==> src/hdl/bfiq_pkg.sv <==
`timescale 1ns / 1ps
// ----------------------------------------------------------------------------
// Bloom filter package
// This package holds the shared types and the MurmurHash3 constants for the
// Bloom filter insert and query unit.
// ----------------------------------------------------------------------------
package bfiq_pkg;

    localparam int KEY_W   = 64;
    localparam int LEN_W   = 4;
    localparam int SIZE_W  = 17;
    localparam int ROUND_W = 5;

    localparam logic [31:0] C1     = 32'hcc9e2d51;
    localparam logic [31:0] C2     = 32'h1b873593;
    localparam logic [31:0] F1     = 32'h85ebca6b;
    localparam logic [31:0] F2     = 32'hc2b2ae35;
    localparam logic [31:0] H_ADD  = 32'he6546b64;

    localparam logic OP_INSERT = 1'b0;
    localparam logic OP_QUERY  = 1'b1;

    // Register indexes of the configuration channel.
    localparam logic [0:0] REG_FILTER_SIZE = 1'b0;
    localparam logic [0:0] REG_HASH_ROUNDS = 1'b1;

    // One item as it travels from the front end to the back end.
    typedef struct packed {
        logic                op;
        logic [KEY_W-1:0]    key;
        logic [LEN_W-1:0]    len;
        logic [SIZE_W-1:0]   size;
        logic [ROUND_W-1:0]  rounds;
    } t_item;

endpackage

==> src/hdl/bfiq_front.sv <==
`timescale 1ns / 1ps
// ----------------------------------------------------------------------------
// Bloom filter front end
// Accepts items, clamps the key length and the configuration against the
// build limits, and writes the classified item into a short queue.
// ----------------------------------------------------------------------------
module bfiq_front
    import bfiq_pkg::*;
#(
    parameter int FILTER_BITS   = 65536,
    parameter int MAX_HASHES    = 16,
    parameter int MAX_KEY_BYTES = 8,
    parameter int DEPTH         = 2
) (
    input  logic               i_clk,
    input  logic               i_rst_n,
    input  logic               i_push,
    output logic               o_full,
    input  logic               i_op,
    input  logic [KEY_W-1:0]   i_key,
    input  logic [LEN_W-1:0]   i_len,
    input  logic [SIZE_W-1:0]  i_size,
    input  logic [ROUND_W-1:0] i_rounds,
    input  logic               i_take,
    output logic               o_avail,
    output t_item              o_item
);

    localparam int PTR_W = (DEPTH > 1) ? $clog2(DEPTH) : 1;

    t_item               r_q [DEPTH];
    logic [PTR_W-1:0]    r_wr, r_rd;
    logic [PTR_W:0]      r_cnt;
    t_item               w_item;
    logic                w_push, w_pop;

    always_comb begin
        w_item.op  = i_op;
        w_item.key = i_key;
        w_item.len = (i_len > LEN_W'(MAX_KEY_BYTES)) ? LEN_W'(MAX_KEY_BYTES) : i_len;
        if (i_size == '0) begin
            w_item.size = SIZE_W'(1);
        end else if (32'(i_size) > FILTER_BITS) begin
            w_item.size = SIZE_W'(FILTER_BITS);
        end else begin
            w_item.size = i_size;
        end
        w_item.rounds = (32'(i_rounds) > MAX_HASHES) ? ROUND_W'(MAX_HASHES) : i_rounds;
    end

    assign o_full  = (32'(r_cnt) == DEPTH);
    assign o_avail = (r_cnt != '0);
    assign o_item  = r_q[r_rd];
    assign w_push  = i_push && !o_full;
    assign w_pop   = i_take && o_avail;

    always_ff @(posedge i_clk) begin
        if (w_push) begin
            r_q[r_wr] <= w_item;
        end
    end

    always_ff @(posedge i_clk) begin
        if (!i_rst_n) begin
            r_wr  <= '0;
            r_rd  <= '0;
            r_cnt <= '0;
        end else begin
            if (w_push) begin
                r_wr <= (32'(r_wr) == DEPTH - 1) ? '0 : r_wr + 1'b1;
            end
            if (w_pop) begin
                r_rd <= (32'(r_rd) == DEPTH - 1) ? '0 : r_rd + 1'b1;
            end
            r_cnt <= r_cnt + (PTR_W+1)'(w_push) - (PTR_W+1)'(w_pop);
        end
    end

endmodule

==> config.mk <==
export PLATFORM = sky130hd
export DESIGN_NAME = bfiq_front
export DESIGN_NICKNAME = d
export VERILOG_FILES = /design/src/hdl/bfiq_pkg.sv /design/src/hdl/bfiq_front.sv
export SDC_FILE = /design/constraint.sdc
export NUM_CORES = 1
export LEC_CHECK = 0
export ABC_AREA = 1
export BUFFER_PORTS_ARGS = -buffer_cell sky130_fd_sc_hd__buf_4
export CAP_MARGIN = 20
export CORE_AREA = 2 2 137 139
export CTS_BUF_LIST = sky130_fd_sc_hd__clkbuf_16
export DETAILED_ROUTE_END_ITERATION = 10
export DIE_AREA = 0 0 139 141
export PLACE_DENSITY = 0.65
export SLEW_MARGIN = 15
export SYNTH_ARGS = -nofsm -noshare
export SYNTH_HDL_FRONTEND = slang
export SYNTH_SLANG_ARGS = --single-unit
==> constraint.sdc <==
create_clock -name i_clk -period 8.9 [get_ports i_clk]
set_input_delay 0 -clock i_clk [delete_from_list [all_inputs] [get_ports i_clk]]
set_output_delay 0 -clock i_clk [all_outputs]
set_load 0.02 [all_outputs]
==> flow_summary.toml <==
[synth]
yosys_register_bits = 187
ys_types = 23
synth_area_leaders = "edfxtp_1, mux2_2, buf_6, dfxtp_1, a21boi_0"
synth_edf_count = 182
yosys_warnings = 0
synth_top_cell_by_area = "edfxtp_1"
syn_inst = 362
mappedNetlistNets = 459
synth_flop_cell = "edfxtp_1"
yosys.area.top_type_share = 0.768
ys_seq_area_frac = 0.782
syn_area_um2 = 7110
yosysMostFrequentCell = "edfxtp_1"
synth_common_cells = "edfxtp_1, mux2_2, nor2_1"
avgSynthCellArea_um2 = 19.7
ys_async_sr_fraction = 0

[grt]
gr-usage-all-layers = 0.144
grt_pass1_wl_mm = 21.9
grt_pass1_vias = 4409
antenna_found_initial = 0
grt_max_degree = 49
grt_overflow = 0

[critical_path]
crit_chain = "buf_4, mux2_2, buf_4"
crit_arrival_ns = 2.44
critPathBufInv = 2
cpMostUsedCell = "buf_4"
critPathKind = "flop to primary output"
cp_slowest_cell = "dfxtp_4"
crit_fanout = 48
cp_data_required_time_ns = 8.90
start_kind = "flop"
max_stage_delay_ns = 0.73
cp_top_family = "buffers and inverters"
critPathCaptureType = "primary output"

[placement]
dp_hpwl_mm = 8.66
routabilityCongestion = 0.730
placed_area_um2 = 8730
port_buffers = 187

[clocking]
cts_buffer_depth = 2
clock_sinks = 187
cts_tree = "done"
cts_buffers = 17
path_clk_slew_ns = 0.06
clk_latency_ns = 0.42
cts-root-buf = "clkbuf_16"
cts_setup_buffers = 0
htreeDepth = 4

[drt]
drt_first_pass_iters = 4
post_drt_wl_per_cell_um = 15.6
wl_mm = 14.0
viasPerCell = 4.63
drt.antenna.violating_nets = 0
via_count = 4157
dr.first_iter.drc_count = 192
drc = 0

[min_path]
hold_class = "input port to flop"

[floorplanning]
die_h_um = 141
start_util = 0.389
die-area_um2 = 19600
core_um2 = 18300
ios = 188
die_width_um = 139
rows = 50

[timing]
holdWs_ns = 0.0196
fin_crit_sh = 0.274
finalSetupViolations = 0
max_slew_margin = 0.558
tns_ns = 0
min_period_ns = 2.44
tightest_slew_ns = 0.663
rsz0062_at_grt = "false"
fmax_ghz = 0.410
clock_skew_ns = 0.00627
finalHoldViolCount = 0
slew_viol_final = 0

[pwr]
comb_power_share = 0.282
p_seq_frac = 0.433
ir_drop_uv = 128
swShare = 0.289
powerDensity_nw_per_um2 = 265
internal_power_w = 0.00193
power_frac_clock = 0.285
p_switching_w = 0.000786
p_leak_nw = 3.89
finalPower_w = 0.00272

[final_layout]
fin_nets = 748
antenna_cells = 0
design_area_um2 = 10300
area_growth_pct = 44.4
nFillCells = 1403
drive_above_1_share = 0.488

[job]
cap_violations = 0

[outcome]
status = "completed"
per-layer routing:
layer | vias to the layer above | routed length (µm) | global-route usage
li1 | 1973 | - | -
met1 | 2040 | 5980 | 0.169
met2 | 127 | 7200 | 0.252
met3 | 17 | 622 | 0.0384
met4 | 0 | 214 | 0.0574
met5 | - | 0 | 0
path summary, 6_finish.rpt:
check / start / endpoint / slack [ns] / cells past startpoint
hold reg to reg: r_rd / r_rd / 0.46 / 1
setup reg to reg: r_cnt[1] / r_q[0][63] / 6.63 / 5
setup / recovery: flop / o_item[13] / 6.46 / 3
hold / removal: i_size[4] / r_q[1][9] / 0.02 / 2
layout make-up:
class | instances | area (µm²) | share of cell area
clock buffer | 17 | 425 | 0.0414
multi-input combinational | 153 | 1400 | 0.137
tap | 234 | 293 | 0.0285
timing repair buffer | 285 | 2370 | 0.231
clock inverter | 15 | 185 | 0.0180
sequential | 187 | 5570 | 0.542
inverter | 7 | 26.3 | 0.00256
per-stage QoR:
step           worst slack (ns)  instances   util
6_report                   6.46        898  0.562
3_3_place_gp               6.70        773  0.478
5_1_grt                    6.28        898  0.562
2_1_floorplan              4.08        362      -
3_5_place_dp               6.60        773  0.478
4_1_cts                    6.37        898  0.562
cells by family (layout without fill, tap and decap cells):
| kind of cell | after synthesis | in the layout | synth area share |
|---|---|---|---|
| compound gates | 28 | 28 | 0.0278 |
| xor+xnor | 1 | 1 | 0.00123 |
| fa+ha+maj | 2 | 2 | 0.00352 |
| buf+inv | 22 | 324 | 0.0227 |
| flops | 187 | 187 | 0.782 |
| mux | 91 | 91 | 0.144 |
| simple gates | 31 | 31 | 0.0185 |
timing repair:
action,CTS,global route
hold buffers,93,0
gates resized for setup,0,0
hold endpoints to repair,185,0
power groups by stage:
stage | logic [W] | registers [W] | clock network (W)
2_1_floorplan | 0.000475 | 0.00118 | 0
3_3_place_gp | 0.000736 | 0.00119 | 0
3_5_place_dp | 0.000742 | 0.00120 | 0
4_1_cts | 0.000779 | 0.00118 | 0.000797
5_1_grt | 0.000816 | 0.00119 | 0.000838
6_report | 0.000767 | 0.00118 | 0.000776
sequential cells by signal (all words and copies together), names as in the netlist, named ones only:
register	count
r_q	182
r_cnt	2
r_wr	1
r_rd	1
cells in the final DEF (no fill, tap or decap), types with 2 or more instances in the layout:
cell and n:
inv_8 2, clkbuf_16 17, mux2_2 91, nor2_4 2
a21boi_0 9, buf_4 192, a21boi_1 9, nor2_2 2
ha_1 2, dlygate4sd3_1 93, a21oi_1 4, inv_6 5
bufinv_16 3, nor2_1 13, nand2_1 10, edfxtp_1 182
clkinv_2 4, inv_1 7, o21ai_0 3, dfxtp_1 4
Note: power is estimated with default switching activity, not from simulation.
